## src/sv/bracket_balance_checker_core_macros.svh

```systemverilog
// ----------------------------------------------------------------------------
// bracket_balance_checker_core_macros
// Assertion macros shared by the bracket balance checker RTL.
// ----------------------------------------------------------------------------
`ifndef BRACKET_BALANCE_CHECKER_CORE_MACROS_SVH
`define BRACKET_BALANCE_CHECKER_CORE_MACROS_SVH

// antecedent implies consequent in the same cycle
`define BBC_ASSERT_SAME(label, ante, cons) \
  label: assert property (@(posedge clk) disable iff (rst) (ante) |-> (cons)) \
    else $error("bracket checker assertion failed");

// antecedent implies consequent in the next cycle
`define BBC_ASSERT_NEXT(label, ante, cons) \
  label: assert property (@(posedge clk) disable iff (rst) (ante) |=> (cons)) \
    else $error("bracket checker assertion failed");

`endif

```

## src/sv/bbc_pkg.sv

```systemverilog
// ----------------------------------------------------------------------------
// bbc_pkg
// Types, codes and decode functions of the bracket balance checker.
// ----------------------------------------------------------------------------
package bbc_pkg;

  localparam int STACK_DEPTH_DEF = 64;

  localparam int CHAR_W   = 8;
  localparam int STATUS_W = 2;

  typedef logic [1:0]          kind_t;
  typedef logic [STATUS_W-1:0] status_t;
  typedef logic [CHAR_W-1:0]   char_t;

  localparam kind_t KIND_PAREN  = 2'd0;
  localparam kind_t KIND_BRACE  = 2'd1;
  localparam kind_t KIND_SQUARE = 2'd2;
  localparam kind_t KIND_NONE   = 2'd3;

  localparam status_t ST_PENDING    = 2'd0;
  localparam status_t ST_BALANCED   = 2'd1;
  localparam status_t ST_UNBALANCED = 2'd2;
  localparam status_t ST_OVERFLOW   = 2'd3;

  localparam char_t CHAR_NUL       = 8'h00;
  localparam char_t CHAR_PAREN_OP  = 8'h28;
  localparam char_t CHAR_PAREN_CL  = 8'h29;
  localparam char_t CHAR_SQUARE_OP = 8'h5B;
  localparam char_t CHAR_SQUARE_CL = 8'h5D;
  localparam char_t CHAR_BRACE_OP  = 8'h7B;
  localparam char_t CHAR_BRACE_CL  = 8'h7D;

  typedef struct packed {
    status_t status;
    logic    done_res;
  } result_t;

  function automatic kind_t open_kind(input char_t c);
    kind_t k;
    k = KIND_NONE;
    if (c == CHAR_PAREN_OP)  k = KIND_PAREN;
    if (c == CHAR_BRACE_OP)  k = KIND_BRACE;
    if (c == CHAR_SQUARE_OP) k = KIND_SQUARE;
    return k;
  endfunction

  function automatic kind_t close_kind(input char_t c);
    kind_t k;
    k = KIND_NONE;
    if (c == CHAR_PAREN_CL)  k = KIND_PAREN;
    if (c == CHAR_BRACE_CL)  k = KIND_BRACE;
    if (c == CHAR_SQUARE_CL) k = KIND_SQUARE;
    return k;
  endfunction

endpackage

```

## src/sv/bracket_balance_checker_core.sv

```systemverilog
// ----------------------------------------------------------------------------
// bracket_balance_checker_core
// Streaming bracket balance checker, one byte per word, byte 0 ends a string.
// ----------------------------------------------------------------------------
// One byte is accepted per clock cycle while the output buffer can take it,
// including runs of pushes and pops; each byte gives one result word. The
// stack lives in a memory with one write and one registered read port; the
// top entry is also held in a register and the entry below it is read ahead
// every cycle, so a pop has its next top ready by the following cycle. The
// memory needs no clearing pass after reset. Results leave through a two-entry
// output buffer, so input keeps flowing while one result waits downstream.
module bracket_balance_checker_core #(
  parameter int STACK_DEPTH = bbc_pkg::STACK_DEPTH_DEF
) (
  input  logic       clk,
  input  logic       rst,
  input  logic       s_tvalid,
  output logic       s_tready,
  input  logic [7:0] s_tdata,   // [7:0] char_in
  output logic       m_tvalid,
  input  logic       m_tready,
  output logic [7:0] m_tdata,   // [1:0] status, [7:2] zero
  output logic       m_tlast    // done_res
);
  import bbc_pkg::*;

  localparam int AW = $clog2(STACK_DEPTH);
  localparam int CW = $clog2(STACK_DEPTH + 1);
  localparam logic [CW-1:0] FULL = CW'(STACK_DEPTH);

  logic [CW-1:0] stack_count, stack_count_next;
  logic          mismatch_seen, mismatch_seen_next;
  logic          overflow_seen, overflow_seen_next;
  kind_t         tos, tos_next;
  kind_t         below;

  logic    accept, is_term, active, push, pop, room, wr_en;
  kind_t   kind_op, kind_cl;
  result_t res, out_res;
  logic [CW-1:0] rd_ptr;

  assign accept  = s_tvalid && s_tready;
  assign is_term = (s_tdata == CHAR_NUL);
  assign active  = !mismatch_seen && !overflow_seen;
  assign kind_op = open_kind(s_tdata);
  assign kind_cl = close_kind(s_tdata);
  assign push    = accept && !is_term && active && (kind_op != KIND_NONE);
  assign pop     = accept && !is_term && active && (kind_op == KIND_NONE) &&
                   (kind_cl != KIND_NONE);
  assign room    = (stack_count < FULL);
  assign wr_en   = push && room;

  always_comb begin
    stack_count_next   = stack_count;
    mismatch_seen_next = mismatch_seen;
    overflow_seen_next = overflow_seen;
    tos_next           = tos;
    res.status         = ST_PENDING;
    res.done_res       = 1'b0;
    if (accept && is_term) begin
      priority if (overflow_seen) begin
        res.status = ST_OVERFLOW;
      end else if (mismatch_seen || (stack_count != '0)) begin
        res.status = ST_UNBALANCED;
      end else begin
        res.status = ST_BALANCED;
      end
      res.done_res       = 1'b1;
      stack_count_next   = '0;
      mismatch_seen_next = 1'b0;
      overflow_seen_next = 1'b0;
    end else if (push) begin
      if (room) begin
        stack_count_next = stack_count + CW'(1);
        tos_next         = kind_op;
      end else begin
        overflow_seen_next = 1'b1;
      end
    end else if (pop) begin
      if (stack_count == '0) begin
        mismatch_seen_next = 1'b1;
      end else begin
        stack_count_next = stack_count - CW'(1);
        tos_next         = below;
        if (tos != kind_cl) mismatch_seen_next = 1'b1;
      end
    end
  end

  // read ahead the entry under the next top
  assign rd_ptr = stack_count_next - CW'(2);

  always_ff @(posedge clk) begin
    if (rst) begin
      stack_count   <= '0;
      mismatch_seen <= 1'b0;
      overflow_seen <= 1'b0;
    end else begin
      stack_count   <= stack_count_next;
      mismatch_seen <= mismatch_seen_next;
      overflow_seen <= overflow_seen_next;
    end
  end

  always_ff @(posedge clk) begin
    tos <= tos_next;
  end

  bbc_stack_ram #(
    .DEPTH (STACK_DEPTH)
  ) u_stack_ram (
    .clk     (clk),
    .wr_en   (wr_en),
    .wr_addr (stack_count[AW-1:0]),
    .wr_data (kind_op),
    .rd_addr (rd_ptr[AW-1:0]),
    .rd_data (below)
  );

  bbc_out_buf u_out_buf (
    .clk       (clk),
    .rst       (rst),
    .in_valid  (accept),
    .in_ready  (s_tready),
    .in_data   (res),
    .out_valid (m_tvalid),
    .out_ready (m_tready),
    .out_data  (out_res)
  );

  assign m_tdata = {6'd0, out_res.status};
  assign m_tlast = out_res.done_res;

`include "bracket_balance_checker_core_macros.svh"

  `BBC_ASSERT_NEXT(a_term_clears, accept && is_term, (stack_count == '0) && active)
  `BBC_ASSERT_SAME(a_ovf_full, overflow_seen, stack_count == FULL)
  `BBC_ASSERT_NEXT(a_flag_freeze, accept && !is_term && !active, $stable(stack_count))
  `BBC_ASSERT_NEXT(a_push_top, wr_en, tos == $past(kind_op))

endmodule

```

## src/sv/bbc_stack_ram.sv

```systemverilog
// ----------------------------------------------------------------------------
// bbc_stack_ram
// Bracket stack storage: one write port, one read port with registered data.
// ----------------------------------------------------------------------------
module bbc_stack_ram #(
  parameter int DEPTH = bbc_pkg::STACK_DEPTH_DEF
) (
  input  logic                     clk,
  input  logic                     wr_en,
  input  logic [$clog2(DEPTH)-1:0] wr_addr,
  input  bbc_pkg::kind_t           wr_data,
  input  logic [$clog2(DEPTH)-1:0] rd_addr,
  output bbc_pkg::kind_t           rd_data
);
  import bbc_pkg::*;

  kind_t mem [DEPTH];

  always_ff @(posedge clk) begin
    if (wr_en) begin
      mem[wr_addr] <= wr_data;
    end
  end

  always_ff @(posedge clk) begin
    rd_data <= mem[rd_addr];
  end

endmodule

```

## src/sv/bbc_out_buf.sv

```systemverilog
// ----------------------------------------------------------------------------
// bbc_out_buf
// Two-entry output buffer: output register plus skid stage.
// ----------------------------------------------------------------------------
module bbc_out_buf (
  input  logic             clk,
  input  logic             rst,
  input  logic             in_valid,
  output logic             in_ready,
  input  bbc_pkg::result_t in_data,
  output logic             out_valid,
  input  logic             out_ready,
  output bbc_pkg::result_t out_data
);
  import bbc_pkg::*;

  logic    skid_valid;
  result_t skid_data;

  assign in_ready = !skid_valid;

  always_ff @(posedge clk) begin
    if (rst) begin
      out_valid  <= 1'b0;
      skid_valid <= 1'b0;
    end else if (out_ready || !out_valid) begin
      if (skid_valid) begin
        out_valid  <= 1'b1;
        skid_valid <= 1'b0;
      end else begin
        out_valid <= in_valid;
      end
    end else if (in_valid && !skid_valid) begin
      skid_valid <= 1'b1;
    end
  end

  always_ff @(posedge clk) begin
    if (out_ready || !out_valid) begin
      out_data <= skid_valid ? skid_data : in_data;
    end else if (in_valid && !skid_valid) begin
      skid_data <= in_data;
    end
  end

endmodule
```

## config.mk

```make
export PLATFORM = sky130hd
export DESIGN_NAME = bracket_balance_checker_core
export DESIGN_NICKNAME = d
export VERILOG_FILES = /design/src/sv/bbc_pkg.sv /design/src/sv/bracket_balance_checker_core.sv /design/src/sv/bbc_stack_ram.sv /design/src/sv/bbc_out_buf.sv
export VERILOG_INCLUDE_DIRS = /design/src /design/src/sv
export SDC_FILE = /design/constraint.sdc
export NUM_CORES = 1
export LEC_CHECK = 0
export BUFFER_PORTS_ARGS = -buffer_cell sky130_fd_sc_hd__buf_2
export CELL_PAD_IN_SITES_DETAIL_PLACEMENT = 1
export CELL_PAD_IN_SITES_GLOBAL_PLACEMENT = 1
export CORE_ASPECT_RATIO = 1.25
export CORE_MARGIN = 4
export CORE_UTILIZATION = 57
export CTS_BUF_LIST = sky130_fd_sc_hd__clkbuf_8
export CTS_CLUSTER_SIZE = 12
export DETAILED_ROUTE_END_ITERATION = 8
export GPL_ROUTABILITY_DRIVEN = 0
export PLACE_DENSITY = 0.92
export SYNTH_ARGS = -nofsm -noshare
export SYNTH_HDL_FRONTEND = slang
export SYNTH_SLANG_ARGS = --single-unit
```

## constraint.sdc

```tcl
create_clock -name clk -period 8.8 [get_ports clk]
set_input_delay 0.88 -clock clk [delete_from_list [all_inputs] [get_ports clk]]
set_output_delay 0.88 -clock clk [all_outputs]
set_load 0.05 [all_outputs]
```

Yosys cells after proc, flatten, opt, wreduce, memory -nomap -nowiden --
Memory sizes are Yosys's and may differ from the RTL's. A register that Yosys moved wholly into a read port is not among the register bits. Index checks and enable logic that the tools add are counted.
Word-level totals: memory bits (writable) 128, bits in latches 0, register bits after elaboration 19, memories 1, output and inout port bits 11, ROM bits 0
Operators by class: order comparisons 1, div/mod/pow operators 0, add/subtract/negate cells 3, equal/unequal tests 12, mux-type cells 24, shift operators 0, multiply operators 0, reduce and logical (&&, ||, !) cells 28, bitwise gates (word level) 4
Memories:
- u_stack_ram.mem | words 64, bits a word 2, read ports 1, clocked after memory_dff 1, wr ports 1, RTL line bbc_stack_ram.sv:17 | kind_t mem [DEPTH];
Operators with widths (count):
- $mux 7 | 5
- $eq 8x7->1 const B | 4
- $mux 2 | 12
- $eq 8x6->1 const B | 2
- $logic_and 1x1->1 | 10
- $logic_not 8->1 | 1
- $add 7x1->7 const B | 1
- $logic_not 7->1 | 1
- $lt 7x7->1 const B | 1
- $reduce_bool 7->1 | 1
- $sub 7x1->7 const B | 1
- $mux 3 | 2
- $ne 2x2->1 const B | 3
- $sub 6x2->6 const B | 1
- $logic_not 1->1 | 5
- $mux 1 | 5
- $not 1->1 | 4
- $reduce_and 2->1 | 2
- $reduce_and 4->1 | 1
- $reduce_bool 2->1 | 2
- $reduce_or 2->1 | 2
- $reduce_and 3->1 | 1
- $eq 2x2->1 const B | 1
- $logic_or 1x1->1 | 2
- other kinds (2) | 2

Depth between registers and ports, before layout --
depth in word-level cells 11, depth in mapped cells 20

Hierarchy --
Synthesis repeated with hierarchy kept, for this count alone.
Unflattened totals: cells, all modules 471, area total of the unflattened synthesis 6712.7 um^2
Modules (own cells, without submodules):
- bbc_stack_ram | cells an instance 324, instances 1, area an instance 5397.7 um^2, sequential area each 3883.7 um^2
- bracket_balance_checker_core | cells an instance 130, instances 1, area an instance 1022.2 um^2, sequential area each 240.2 um^2
- bbc_out_buf | cells an instance 17, instances 1, area an instance 292.8 um^2, sequential area each 220.2 um^2

Least setup slack after synthesis --
OpenSTA, ideal clock, no wires.
path type input to register, start input s_tdata[5], end register u_stack_ram.rd_data[0], read port of u_stack_ram.mem, arrival time 4852 ps, required time 8708 ps, stages on the path 18, library setup time 92 ps, buffers on the path 5, path slack 3856 ps, cells stage by stage buf_4 nor4b_1 o211ai_1 or4_1 buf_2 o31ai_1 or2_1 buf_2 inv_1 buf_2 buf_1 ha_1 or4_1 nand2_1 mux4_2 o22ai_1 a211oi_1 o32ai_1
Between the ends: longest elaborated chain between the ends 11, elaborated cells between the ends (all ways) 27, classes of those cells 1 x add/sub; 9 x eq/ne; 9 x mux; 8 x reduce/logical
Ends and longest elaborated chain:
- start, declared | RTL line bracket_balance_checker_core.sv:19 | input logic [7:0] s_tdata,
- $eq 8x6->1 | RTL line bbc_pkg.sv:42 | if (c == CHAR_PAREN_OP) k = KIND_PAREN;
- $mux 2 | RTL line bbc_pkg.sv:42
- $mux 2 | RTL line bbc_pkg.sv:43 | if (c == CHAR_BRACE_OP) k = KIND_BRACE;
- $mux 2 | RTL line bbc_pkg.sv:44 | if (c == CHAR_SQUARE_OP) k = KIND_SQUARE;
- $eq 2x2->1 | RTL line bracket_balance_checker_core.sv:48 | assign pop = accept && !is_term && active && (kind_op == KIND_NONE) &&
- $logic_and 1x1->1 (2 in series) | RTL line bracket_balance_checker_core.sv:48
- $mux 7 | RTL line bracket_balance_checker_core.sv:79 | end else if (pop) begin
- $mux 7 | RTL line bracket_balance_checker_core.sv:72 | end else if (push) begin
- $mux 7 * | RTL line bracket_balance_checker_core.sv:60 | if (accept && is_term) begin
- $sub 6x2->6 * | RTL line bracket_balance_checker_core.sv:91 | assign rd_ptr = stack_count_next - CW'(2);
- end, declared | RTL line bbc_stack_ram.sv:13 | output bbc_pkg::kind_t rd_data
Mark *: on every way between the ends. The rest lies on a longest branch, timed or not. A chain may end at the register's enable or synchronous reset.

Worst setup path after layout --
Same ends and word-level chain as after synthesis.

==> results.md <==
* Num rows at 44
* First DRT Iteration DRCs at 674
* Post CTS Setup Buffer Count at 0
* Worst endpoint required time at 9.14 ns
* Post-synth EDFFs at 136
* CTS Sinks at 149
* Routed wire length at between 20 and 25 mm
* Final Hold Fails at 0
* Top_reg_cell synth: edfxtp_1
* Most common cell in the synthesized netlist: edfxtp_1
* Netlist Area Pre-Place at about 7000 µm²
* H-tree depth at 4
* Clk root buf: clkbuf_8
* Power density cells at 187.0 nW/µm²
* Total congestion overflow at 0
* Final core occ at 63.82%
* Floorplan core area at ~12000 µm²
* Starting density of the core at between 50% and 60%
* Status: complete, no violations
* Final ANT Viol Nets at 0
* Min Tclk post-route at 5.810 ns
* VDD IR max at ~0.12 mV
* Yosys top cell area share at 58.41%
* WL/cell at approximately 31 µm
* Flops & latches, synth at around 150
* Avg Cell Area, Syn at roughly 12 µm²
* Synth Warn # at 0
* Number of global-route vias before repair at 5699
* Post-synthesis sequential area ratio at 62.13%
* Vias at around 5500
* Largest net degree at the start of global routing at 65
* First-pass GRT wire length at 35.49 mm
* CTS tree: built
* Worst EP arrival at 6.15 ns
* Final std cells w/o fill at 750
* CTS Buf Count at 17
* Total die area at 14110 µm²
* Critical path class: input pin to flip-flop
* # nets final at 591
* Tightest Hold Check Type: flip-flop to flip-flop
* Clk buf depth at 2
* Final setup margin at 2.990 ns
* Initial antenna violation count at 0
* Clock Skew at 0.01831 ns
* Post-DP HPWL at 14.03 mm
* Leading area contributor after synthesis: edfxtp_1
* Cells after DPL at between 700 and 800
* Ant diodes at 0
* Endpoints failing setup at 0
* Synth top area cells: edfxtp_1 (58%), nor2_1 (4.8%), dfxtp_1 (3.7%)
* Worst Path Max Fanout at 15
* Finished layout cell area at approximately 7600 µm²
* Setup TNS at 0 ns
* Synth cell count leaders: edfxtp_1 (136), nor2_1 (89), nand2_1 (46)
* Least-Margin Pin Slew at 1.034 ns
* Total track usage at 33.87%
* Slew Limit Fails at 0
* Async set-reset flop share out of synthesis at 0%
* DRC at 0
* Max cap viols at 0
* Input/output buffers at 16
* Final Cycle Share at ~66%
* CP Launch Type: input pin
* Crit. End Element: flip-flop
* Unrepaired setup endpoints after global routing: false
* Layout area overhead at 8.035%
* Die H at around 130 µm
* Vias/cell at 7.328
* Reg clk slew, reported paths at 0.09 ns
* Lkg Pwr at around 2.8 nW
* DRT Pass-1 Iters at 6
* DP Area at around 7100 µm²
* Worst-skew pair later-pin latency at 0.46 ns
* Post-cts resize count at 0
* Slew HR at a little under a third
* Max Fclk at 0.1721 GHz
* Io pins at 23
* Synth Instances at between 500 and 600
* Layout cells sized above 1 at between 10% and 20%
* Hold-fix buffers, CTS at 0
* Netlist cell types at 67
* Post-Place Worst Slack at 2.769 ns
* Die X at 107.1 µm
path summary, 6_finish.rpt:
path,startpoint,to,slack [ns],cells past startpoint
worst min-delay path,u_out_buf.skid_data[2]$_DFFE_PP_,u_out_buf.out_data[2]$_DFFE_PP_,0.54,1
worst max register to register,stack_count[0]$_SDFF_PP0_,u_stack_ram.rd_data[0]$_DFF_P_,3.09,14
worst min register to register,u_out_buf.skid_data[2]$_DFFE_PP_,u_out_buf.out_data[2]$_DFFE_PP_,0.54,1
worst max-delay path,s_tdata[5],u_stack_ram.rd_data[0]$_DFF_P_,2.99,14
layer usage:
layer  vias to the layer above  wire length [µm]  global-route usage, %
met5                         -                 0                      0
met4                         0              1925                  24.31
met3                       147              1972                  7.643
met2                       452             10920                  52.61
met1                      2695              8324                  41.41
li1                       2202                 -                      -
power by group:
part / leakage, nW / switching [mW] / internal (mW)
registers: 1.53 / 0.00400 / 0.766
clock network: 0.212 / 0.284 / 0.295
logic: 1.02 / 0.0468 / 0.0178
total: 2.76 / 0.334 / 1.08
sequential cells by signal (all words and copies together), names as in the netlist:
| register | flops |
|---|---|
| u_stack_ram.mem | 128 |
| mismatch_seen | 1 |
| u_stack_ram.rd_data | 2 |
| u_out_buf.out_valid | 1 |
| overflow_seen | 1 |
| tos | 2 |
| u_out_buf.skid_valid | 1 |
| u_out_buf.skid_data | 3 |
| u_out_buf.out_data | 3 |
| stack_count | 7 |
final cells by class:
cell class	count	area, µm²
clock buffer	19	261.5
clock inverter	13	156.4
fill	1174	4283
inverter	12	45.04
multi-input combinational	376	2435
sequential	149	4344
tap	161	201.4
timing repair buffer	20	110.1
placed cells by master, fill, tap and decap left out, types with 5 or more instances in the layout:
master	n
nor3_1	12
a21boi_0	5
and3_1	5
a2111o_1	5
inv_1	13
conb_1	6
clkbuf_8	19
or4_1	5
nand2_1	46
a31oi_1	7
nand4_1	12
nor2b_1	5
o211ai_1	5
o2111ai_1	5
nor2_1	88
a211oi_1	8
or3_1	6
a22oi_1	5
nand3_1	20
dfxtp_1	13
edfxtp_1	136
mux2i_1	26
a2111oi_0	6
mux4_2	6
buf_2	16
a21oi_1	15
o21ai_0	9
logic make-up (layout without fill, tap and decap cells):
kind of cell,after synthesis,after routing,synth area share (%)
flops,149,149,62.13
mux,36,36,6.299
other cells,1,6,0.05363
simple gates,227,227,16.25
fa+ha+maj,3,3,0.5369
xor+xnor,1,1,0.1253
compound gates,103,103,11.02
buf+inv,51,64,3.579
per-stage QoR:
stage	power, mW	hold WS (ns)
2_1_floorplan	0.8272	0.4893
3_3_place_gp	0.8400	0.5071
3_5_place_dp	0.8446	0.5152
4_1_cts	1.407	0.5468
5_1_grt	1.443	0.5603
6_report	1.412	0.5448
worst max-delay path, stage by stage:
cell and delay, ns:
buf_2 0.21, nor4b_1 0.44, o211ai_1 0.40, or4_1 0.66, o31ai_1 0.23, or2_1 0.53, inv_1 0.14, ha_1 0.26
or4_1 0.63, nand2_1 0.55, mux4_2 0.59, o22ai_1 0.22, a211oi_1 0.10, o32ai_1 0.30
No activity file was read; power rests on OpenSTA's default activity.
